<file path="config.mk">
export PLATFORM = sky130hd
export DESIGN_NAME = lru_key_value_cache_unit
export DESIGN_NICKNAME = d
export VERILOG_FILES = /design/src/sv/lkv_pkg.sv /design/src/sv/lkv_ram.sv /design/src/sv/lkv_entry_table.sv /design/src/sv/lru_key_value_cache_unit.sv
export SDC_FILE = /design/constraint.sdc
export NUM_CORES = 2
export LEC_CHECK = 0
export ABC_AREA = 1
export ABC_CLOCK_PERIOD_IN_PS = 5400
export BUFFER_PORTS_ARGS = -buffer_cell sky130_fd_sc_hd__buf_2
export CORE_MARGIN = 2
export CORE_UTILIZATION = 40
export DETAILED_ROUTE_END_ITERATION = 10
export GPL_ROUTABILITY_DRIVEN = 0
export GPL_TIMING_DRIVEN = 0
export HOLD_SLACK_MARGIN = 0.03
export PLACE_DENSITY = 0.65
export SLEW_MARGIN = 40
export SYNTH_ARGS = -nofsm -noshare
export SYNTH_HDL_FRONTEND = slang
export SYNTH_HIERARCHICAL = 1
export SYNTH_SLANG_ARGS = --single-unit
</file>
<file path="constraint.sdc">
create_clock -name i_clk -period 5.4 [get_ports i_clk]
set_input_delay 0.27 -clock i_clk [delete_from_list [all_inputs] [get_ports i_clk]]
set_output_delay 0.27 -clock i_clk [all_outputs]
set_load 0.05 [all_outputs]
</file>
<file path="src/sv/lkv_pkg.sv">
// ----------------------------------------------------------------------------
// lkv_pkg: shared constants and types of the LRU key/value cache
// Sizes of the entry store and the control and status bundles that pass
// between the sequencer and the entry table.
// ----------------------------------------------------------------------------
package lkv_pkg;

    localparam int CAPACITY = 16;
    localparam int IDX_W    = $clog2(CAPACITY);
    localparam int CNT_W    = $clog2(CAPACITY + 1);
    localparam int KEY_W    = 32;
    localparam int VAL_W    = 32;
    localparam int CFG_W    = 5;

    // Register index of capacity_in_use on the configuration port.
    localparam logic REG_CAPACITY = 1'b0;

    // Commands from the sequencer to the entry table.
    typedef struct packed {
        logic             touch;   // make entry idx the most recent
        logic             insert;  // insert a new entry, evicting if full
        logic [IDX_W-1:0] idx;
    } t_tbl_cmd;

    // Status from the entry table to the sequencer.
    typedef struct packed {
        logic [CAPACITY-1:0] valid;
        logic                evict;  // an insert now would evict
        logic [IDX_W-1:0]    slot;   // entry an insert now would fill
    } t_tbl_stat;

endpackage

</file>
<file path="src/sv/lkv_ram.sv">
// ----------------------------------------------------------------------------
// lkv_ram: generic single-write, single-read RAM
// One write port and one read port with registered read data that holds
// while no read is issued.
// ----------------------------------------------------------------------------
module lkv_ram #(
    parameter int WIDTH = 32,
    parameter int DEPTH = 16
) (
    input  logic                     i_clk,
    input  logic                     i_we,
    input  logic [$clog2(DEPTH)-1:0] i_waddr,
    input  logic [WIDTH-1:0]         i_wdata,
    input  logic                     i_re,
    input  logic [$clog2(DEPTH)-1:0] i_raddr,
    output logic [WIDTH-1:0]         o_rdata
);

    logic [WIDTH-1:0] r_mem [DEPTH];
    logic [WIDTH-1:0] r_rdata;

    always_ff @(posedge i_clk) begin
        if (i_we) begin
            r_mem[i_waddr] <= i_wdata;
        end
        if (i_re) begin
            r_rdata <= r_mem[i_raddr];
        end
    end

    assign o_rdata = r_rdata;

endmodule

</file>
<file path="src/sv/lkv_entry_table.sv">
// ----------------------------------------------------------------------------
// lkv_entry_table: valid bits, recency ranks and fill count
// Keeps one rank per entry (0 is most recent) and applies touch and insert
// commands, choosing the victim and the free slot for an insert.
// ----------------------------------------------------------------------------
module lkv_entry_table
    import lkv_pkg::*;
(
    input  logic             i_clk,
    input  logic             i_rst_n,
    input  logic [CFG_W-1:0] i_capacity,
    input  t_tbl_cmd         i_cmd,
    output t_tbl_stat        o_stat
);

    logic [CAPACITY-1:0] r_valid, n_valid;
    logic [IDX_W-1:0]    r_rank [CAPACITY];
    logic [IDX_W-1:0]    n_rank [CAPACITY];
    logic [CNT_W-1:0]    r_count, n_count;

    logic [CNT_W-1:0]    eff_cap;
    logic                evict;
    logic [IDX_W-1:0]    last_rank;
    logic [IDX_W-1:0]    touch_rank;
    logic [CAPACITY-1:0] victim;
    logic [CAPACITY-1:0] free;
    logic [IDX_W-1:0]    slot;

    // A capacity of zero acts as one, anything above the store acts as full size.
    always_comb begin
        if (i_capacity == '0) begin
            eff_cap = CNT_W'(1);
        end else if (CNT_W'(i_capacity) > CNT_W'(CAPACITY)) begin
            eff_cap = CNT_W'(CAPACITY);
        end else begin
            eff_cap = CNT_W'(i_capacity);
        end
    end

    assign evict      = (r_count >= eff_cap);
    assign last_rank  = IDX_W'(r_count - CNT_W'(1));
    assign touch_rank = r_rank[i_cmd.idx];

    // Ranks of valid entries are distinct, so the least recent entry is the
    // one holding rank count-1.
    always_comb begin
        for (int i = 0; i < CAPACITY; i++) begin
            victim[i] = r_valid[i] && (r_rank[i] == last_rank);
            free[i]   = !r_valid[i] || (evict && victim[i]);
        end
    end

    always_comb begin
        slot = '0;
        for (int i = CAPACITY - 1; i >= 0; i--) begin
            if (free[i]) begin
                slot = IDX_W'(i);
            end
        end
    end

    always_comb begin
        n_valid = r_valid;
        n_rank  = r_rank;
        n_count = r_count;
        if (i_cmd.touch) begin
            for (int i = 0; i < CAPACITY; i++) begin
                if (r_valid[i] && (r_rank[i] < touch_rank)) begin
                    n_rank[i] = r_rank[i] + IDX_W'(1);
                end
            end
            n_rank[i_cmd.idx] = '0;
        end else if (i_cmd.insert) begin
            for (int i = 0; i < CAPACITY; i++) begin
                if (evict && victim[i]) begin
                    n_valid[i] = 1'b0;
                    n_rank[i]  = '0;
                end else if (r_valid[i]) begin
                    n_rank[i] = r_rank[i] + IDX_W'(1);
                end
            end
            n_valid[slot] = 1'b1;
            n_rank[slot]  = '0;
            n_count = evict ? r_count : r_count + CNT_W'(1);
        end
    end

    always_ff @(posedge i_clk) begin
        if (!i_rst_n) begin
            r_valid <= '0;
            r_count <= '0;
            for (int i = 0; i < CAPACITY; i++) begin
                r_rank[i] <= '0;
            end
        end else begin
            r_valid <= n_valid;
            r_count <= n_count;
            r_rank  <= n_rank;
        end
    end

    assign o_stat.valid = r_valid;
    assign o_stat.evict = evict;
    assign o_stat.slot  = slot;

endmodule

</file>
<file path="src/sv/lru_key_value_cache_unit.sv">
// ----------------------------------------------------------------------------
// lru_key_value_cache_unit: fully associative key/value cache with LRU
// Flow: a request is taken only in the idle state; the single key RAM read port
// and the one shared key comparator walk all 16 entries, then an update state
// follows and the result beat waits until the output register can take it.
// Reset (synchronous, active low) empties the cache and sets capacity to 16.
// Key and value RAMs are not cleared; valid bits guard every key compare.
// ----------------------------------------------------------------------------
module lru_key_value_cache_unit
    import lkv_pkg::*;
(
    input  logic        i_clk,
    input  logic        i_rst_n,
    // Request stream.
    input  logic        s_axis_tvalid,
    output logic        s_axis_tready,
    input  logic [63:0] s_axis_tdata,   // [31:0] lookup_key, [63:32] write_value
    input  logic        s_axis_tuser,   // [0] req_type (0 get, 1 put)
    // Result stream.
    output logic        m_axis_tvalid,
    input  logic        m_axis_tready,
    output logic [39:0] m_axis_tdata,   // [0] hit, [32:1] read_value, [33] evicted
    // Configuration port.
    input  logic        psel,
    input  logic        penable,
    input  logic        pwrite,
    input  logic [2:0]  paddr,
    input  logic [31:0] pwdata,
    output logic [31:0] prdata,
    output logic        pready
);

    // Sequencer states.
    localparam logic [1:0] ST_IDLE   = 2'd0;
    localparam logic [1:0] ST_SCAN   = 2'd1;
    localparam logic [1:0] ST_UPDATE = 2'd2;
    localparam logic [1:0] ST_RESP   = 2'd3;

    logic [1:0]       r_state, n_state;
    logic             r_put, n_put;
    logic [KEY_W-1:0] r_key, n_key;
    logic [VAL_W-1:0] r_val, n_val;
    logic [CNT_W-1:0] r_idx, n_idx;          // next entry address to issue
    logic             r_chk, n_chk;          // key read data is in flight
    logic [IDX_W-1:0] r_chk_idx, n_chk_idx;  // entry that key read data belongs to
    logic             r_found, n_found;
    logic [IDX_W-1:0] r_found_idx, n_found_idx;
    logic             r_hit, n_hit;
    logic             r_get_hit, n_get_hit;
    logic             r_ev, n_ev;
    logic             r_m_valid, n_m_valid;
    logic [39:0]      r_m_data, n_m_data;
    logic [CFG_W-1:0] r_cap, n_cap;

    logic             in_take;
    logic             out_load;
    logic             match;
    logic [KEY_W-1:0] key_rdata;
    logic [VAL_W-1:0] val_rdata;
    logic             val_we;
    logic [IDX_W-1:0] val_waddr;
    logic             val_re;
    logic [VAL_W-1:0] rd_value;
    t_tbl_cmd         tbl_cmd;
    t_tbl_stat        tbl_stat;

    // ------------------------------------------------------------------
    // Configuration port. Writes land at the access phase; the low two
    // address bits are the byte offset within the register word.
    // ------------------------------------------------------------------
    assign pready = 1'b1;

    always_comb begin
        n_cap = r_cap;
        if (psel && penable && pwrite && (paddr[2] == REG_CAPACITY)) begin
            n_cap = pwdata[CFG_W-1:0];
        end
    end

    assign prdata = (paddr[2] == REG_CAPACITY) ? {{(32 - CFG_W){1'b0}}, r_cap} : '0;

    // ------------------------------------------------------------------
    // Storage. Keys are read one entry per cycle during the scan; the
    // value RAM is read once for a get hit and written for any put.
    // ------------------------------------------------------------------
    lkv_ram #(
        .WIDTH (KEY_W),
        .DEPTH (CAPACITY)
    ) u_key_ram (
        .i_clk   (i_clk),
        .i_we    (tbl_cmd.insert),
        .i_waddr (tbl_stat.slot),
        .i_wdata (r_key),
        .i_re    ((r_state == ST_SCAN) && !r_idx[IDX_W]),
        .i_raddr (r_idx[IDX_W-1:0]),
        .o_rdata (key_rdata)
    );

    assign val_we    = (r_state == ST_UPDATE) && r_put;
    assign val_waddr = r_found ? r_found_idx : tbl_stat.slot;
    assign val_re    = (r_state == ST_UPDATE) && r_found && !r_put;

    lkv_ram #(
        .WIDTH (VAL_W),
        .DEPTH (CAPACITY)
    ) u_val_ram (
        .i_clk   (i_clk),
        .i_we    (val_we),
        .i_waddr (val_waddr),
        .i_wdata (r_val),
        .i_re    (val_re),
        .i_raddr (r_found_idx),
        .o_rdata (val_rdata)
    );

    // Valid bits and recency ranks live in the entry table. It acts only
    // in the update cycle, after the scan has settled hit or miss.
    assign tbl_cmd.touch  = (r_state == ST_UPDATE) && r_found;
    assign tbl_cmd.insert = (r_state == ST_UPDATE) && !r_found && r_put;
    assign tbl_cmd.idx    = r_found_idx;

    lkv_entry_table u_table (
        .i_clk      (i_clk),
        .i_rst_n    (i_rst_n),
        .i_capacity (r_cap),
        .i_cmd      (tbl_cmd),
        .o_stat     (tbl_stat)
    );

    // ------------------------------------------------------------------
    // Sequencer. The shared comparator checks one stored key per cycle
    // against the request key; the first valid match wins.
    // ------------------------------------------------------------------
    assign s_axis_tready = (r_state == ST_IDLE);
    assign in_take       = s_axis_tvalid && s_axis_tready;
    assign match         = r_chk && tbl_stat.valid[r_chk_idx] && (key_rdata == r_key);

    // The result register may still hold an older beat; it is reloaded
    // only once the downstream side has taken that beat or in the same edge.
    assign out_load = (r_state == ST_RESP) && (!r_m_valid || m_axis_tready);
    assign rd_value = r_get_hit ? val_rdata : '0;

    always_comb begin
        n_state     = r_state;
        n_put       = r_put;
        n_key       = r_key;
        n_val       = r_val;
        n_idx       = r_idx;
        n_chk       = r_chk;
        n_chk_idx   = r_chk_idx;
        n_found     = r_found;
        n_found_idx = r_found_idx;
        n_hit       = r_hit;
        n_get_hit   = r_get_hit;
        n_ev        = r_ev;
        case (r_state)
            ST_IDLE: begin
                if (in_take) begin
                    n_put   = s_axis_tuser;
                    n_key   = s_axis_tdata[KEY_W-1:0];
                    n_val   = s_axis_tdata[32 +: VAL_W];
                    n_idx   = '0;
                    n_chk   = 1'b0;
                    n_found = 1'b0;
                    n_state = ST_SCAN;
                end
            end
            ST_SCAN: begin
                if (!r_idx[IDX_W]) begin
                    n_idx = r_idx + CNT_W'(1);
                end
                n_chk     = !r_idx[IDX_W];
                n_chk_idx = r_idx[IDX_W-1:0];
                if (match && !r_found) begin
                    n_found     = 1'b1;
                    n_found_idx = r_chk_idx;
                end
                if (r_chk && (r_chk_idx == IDX_W'(CAPACITY - 1))) begin
                    n_state = ST_UPDATE;
                end
            end
            ST_UPDATE: begin
                n_hit     = r_found;
                n_get_hit = r_found && !r_put;
                n_ev      = !r_found && r_put && tbl_stat.evict;
                n_state   = ST_RESP;
            end
            ST_RESP: begin
                if (out_load) begin
                    n_state = ST_IDLE;
                end
            end
            default: begin
                n_state = ST_IDLE;
            end
        endcase
    end

    // Output register: one result beat per request.
    always_comb begin
        n_m_valid = r_m_valid;
        n_m_data  = r_m_data;
        if (out_load) begin
            n_m_valid = 1'b1;
            n_m_data  = {6'd0, r_ev, rd_value, r_hit};
        end else if (m_axis_tready) begin
            n_m_valid = 1'b0;
        end
    end

    assign m_axis_tvalid = r_m_valid;
    assign m_axis_tdata  = r_m_data;

    always_ff @(posedge i_clk) begin
        if (!i_rst_n) begin
            r_state   <= ST_IDLE;
            r_chk     <= 1'b0;
            r_found   <= 1'b0;
            r_idx     <= '0;
            r_m_valid <= 1'b0;
            r_cap     <= CFG_W'(CAPACITY);
        end else begin
            r_state   <= n_state;
            r_chk     <= n_chk;
            r_found   <= n_found;
            r_idx     <= n_idx;
            r_m_valid <= n_m_valid;
            r_cap     <= n_cap;
        end
    end

    always_ff @(posedge i_clk) begin
        r_put       <= n_put;
        r_key       <= n_key;
        r_val       <= n_val;
        r_chk_idx   <= n_chk_idx;
        r_found_idx <= n_found_idx;
        r_hit       <= n_hit;
        r_get_hit   <= n_get_hit;
        r_ev        <= n_ev;
        r_m_data    <= n_m_data;
    end

endmodule

</file>
==> summary.md <==
| Metric | Value |
|---|---|
| Most frequent cells in the layout | nand2_1, edfxtp_1, inv_1, nand3_1, buf_2 |
| Worst Hold End | r_val[5] |
| Post-synth top area cell | edfxtp_1 |
| EDFF count, synth | 1198 |
| Initial antenna violation count | 4 |
| Drc violations | 0 |
| Synth top area cells | edfxtp_1, nand2_1, nand3_1 |
| Power Total | 25.75 mW |
| Clk sinks | 1298 |
| 1st-iter DRT viols | 5383 |
| Drt wl/cell | 20.50 um |
| Post-Syn Area per Cell | 9.841 um2 |
| First-pass GRT wire length | 265.1 mm |
| Most common flop cell mapped by yosys | edfxtp_1 |
| R2r endpoint | u_key_ram/r_mem[11][3] |
| IO Port Bufs | 118 |
| Top-level I/O count | 182 |
| Row count | 142 |
| Worst slack at placement | -0.03609 ns |
| Die W | 392.9 um |
| DR pass1 iterations | 7 |
| GR Overflow Total | 0 |
| H-tree Lvls | 4 |
| CTS Root Cell | clkbuf_16 |
| RR Startpoint | r_cap[0] |
| Crit-path max FO | 16 |
| Status | completed |
| Nets | 6803 |
| Final setup violating endpoints | 0 |
| Most frequent CP cell | nand2_1 |
| Critical path class | flip-flop to flip-flop |
| Post-synthesis async set-or-reset flop share | 0% |
| Max Slew Vio Count | 0 |
| Clock transition at path regs | 0.06 ns |
| Crit-path slowest cell | nor2_4 |
| Max-cap violations | 0 |
| Tot GR Track Use | 22.91% |
| VDD IR max | 0.2736 mV |
| Hold path start | s_axis_tdata[37] |
| Hold Crit Depth | 2 |
| Slowest Stage Delay on Critical Path | 0.56 ns |
| Fin worst setup slack | 0.1785 ns |
| Critical path arrival | 5.68 ns |
| Fin cells | 8751 |
| Cells after synthesis | 6147 |
| DP Cell Count | 8393 |
| Number of global-route vias before repair | 43.37k |
| Final Cycle Share | 96.69% |
| Peak Freq | 191.5 MHz |
| Clock skew | 0.05431 ns |
| Pleak | 29.65 nW |
| # diodes | 0 |
| Initial Utilization | 40.34% |
| Worst skew pair latency | 0.80 ns |
| Synthesized flop and latch total | 1298 |
| Ys Warns | 6 |
| Final hold vios | 0 |
| Synth Cell Area | 0.06050 mm2 |
| Seq/Total Area, Yosys | 62.78% |
| Max transition margin | 35.95% |
| Dpl hpwl | 122.2 mm |
| Layout area overhead | 17.55% |
| CP startpoint kind | flip-flop |
| Top cell type's share of synthesized area | 59.47% |
| Hold crit path type | primary input to flip-flop |
| Largest net degree at the start of global routing | 51 |
| Avg Vias per Cell | 5.233 |
| Routed Antenna Nets | 0 |
| Total CTS buffers | 141 |
| CTS Buffer Depth | 3 |
| Cell Chain, Critical Path | or4_1 > nand2_1 > nand2_1 > ha_1 > nand2_1 > nand2_1 > a21oi_1 > nand3_1 > buf_2 > clkbuf_4 > nand4_1 > nand2_1 > nor2_2 > nand2_2 > inv_1 > nand2_1 > nor2_2 > nand3b_1 > nor2_4 > buf_8 |
| Routed wire length | 179.4 mm |
| CTS tree | done |
| Register-to-register setup slack | 0.18 ns |
| Synth unique cells | 57 |
| PD cells | 362.1 mW/mm2 |
| Worst Tran Pin Value | 0.9608 ns |
| Fin crit period | 5.222 ns |
| Via Count | 45.80k |
| Share of layout cells above drive strength 1 | 10.87% |
| Die area | 0.1544 mm2 |
| Core footprint | 0.1500 mm2 |
| Critical Path Sink Type | flip-flop |
| Cells on worst reg2reg path | 20 |
| Commonest non-fill, non-tap cell in the layout | nand2_1 |
| Die Y | 392.9 um |
| Critical Path RT | 5.86 ns |
==> sequential cells by signal (all words and copies together) (netlist names), 5 cells and up <==
register           count
m_axis_tdata          34
r_cap                  5
r_idx                  5
r_key                 32
r_val                 32
u_key_ram/o_rdata     32
u_key_ram/r_mem      512
u_table/r_count        5
u_table/r_rank        64
u_table/r_valid       16
u_val_ram/o_rdata     32
u_val_ram/r_mem      512
==> per-layer routing <==
metal / GRT usage (%) / up-vias / part of all wire (%)
met2: 37.30 / 2427 / 46
met4: 9.753 / 2 / 4.3
met3: 4.432 / 461 / 9.7
met5: 0 / - / 0.0072
li1: - / 21130 / -
met1: 29.85 / 21770 / 40
==> cells in the mapped netlist, types with 3 or more instances <==
master / n
nand2_2: 8
ha_1: 76
inv_1: 1034
o22ai_1: 32
nand3b_1: 5
nand3_2: 5
o21ai_0: 117
nor3_1: 7
nor2_4: 3
buf_6: 61
o211ai_1: 23
or2_2: 5
clkbuf_1: 86
xnor2_1: 20
a221oi_1: 4
nand2_1: 1753
o2111ai_1: 14
nand4_1: 37
nor2_1: 146
nor2_2: 5
xor2_1: 62
o21a_1: 18
buf_4: 50
a211oi_1: 35
o221ai_1: 9
o2bb2ai_1: 4
a32oi_1: 11
a31oi_1: 9
a22oi_1: 7
nor4_2: 3
nand3_1: 863
a21oi_1: 170
clkinv_1: 3
inv_2: 14
buf_2: 96
edfxtp_1: 1198
dfxtp_1: 100
nand2_4: 5
buf_1: 24
==> repair_timing <==
| item | 4_1_cts | 5_1_grt |
|---|---|---|
| buffers inserted | 2 | 19 |
| pin swaps | 2 | 9 |
| hold buffers | 79 | 0 |
| endpoints found under the hold margin | 78 | 0 |
| resized for setup | 0 | 4 |
| endpoints found under the setup margin | 27 | 575 |
==> worst max-delay path: cells and delay by family (launching register included) <==
kind	cells	cell delay, ns
adder cells (fa/ha/maj)	1	0.32
buffers and inverters	4	0.90
flip-flops	1	0.32
AO/OA/AOI/OAI	1	0.12
AND/OR/NAND/NOR	14	3.22
==> logic make-up (layout without fill, tap and decap cells) <==
kind of cell | count (synthesis) | in the layout | share of synthesized area, %
other cells | 2 | 34 | 0.01241
flops | 1298 | 1298 | 62.78
fa+ha+maj | 76 | 76 | 1.572
compound gates | 460 | 460 | 4.527
buf+inv | 1372 | 1928 | 9.841
xor+xnor | 82 | 82 | 1.187
simple gates | 2857 | 2857 | 20.08
==> through the flow <==
stage,area [um2],TNS [ns],util [%],hold WS [ns]
floorplan,60620,0,-,0.3689
detailed placement,65590,-0.5061,43.74,0.4284
global placement,63730,-1846.08,42.50,0.4294
CTS,70930,0,47.30,0.1478
finish,71110,0,47.42,0.1979
global route,71110,-0.04160,47.42,0.1702
==> report_power, final <==
group	switching [mW]	leakage [nW]	internal, mW
clock network	4.14	2.18	5.36
registers	0.639	11.6	11.8
logic	2.67	15.8	1.09
==> how the worst max path moves through the flow <==
stage / from / slack, ns / to / cells after the start
after floorplan: r_cap[0] / 0.48 / u_val_ram/r_mem[11][0] / 30
after global placement: r_cap[0] / -1.95 / u_val_ram/r_mem[8][5] / 21
after detailed placement: r_cap[0] / -0.04 / u_key_ram/r_mem[12][9] / 21
after CTS: r_cap[0] / 0.002 / u_key_ram/r_mem[13][11] / 21
after global routing: u_table/r_count[0] / -0.01 / u_val_ram/r_mem[15][13] / 30
final: r_cap[0] / 0.18 / u_key_ram/r_mem[11][3] / 20
==> area by class of cell <==
type,count,area [um2]
Buffer,319,2016
Clock buffer,180,3706
Clock inverter,78,828.3
Fill cell,13570,78840
Inverter,1053,3965
Multi-Input combinational cell,3509,17010
Sequential cell,1298,37980
Tap cell,2016,2522
Timing Repair Buffer,298,3094
Note: power is estimated with default switching activity, not from simulation.
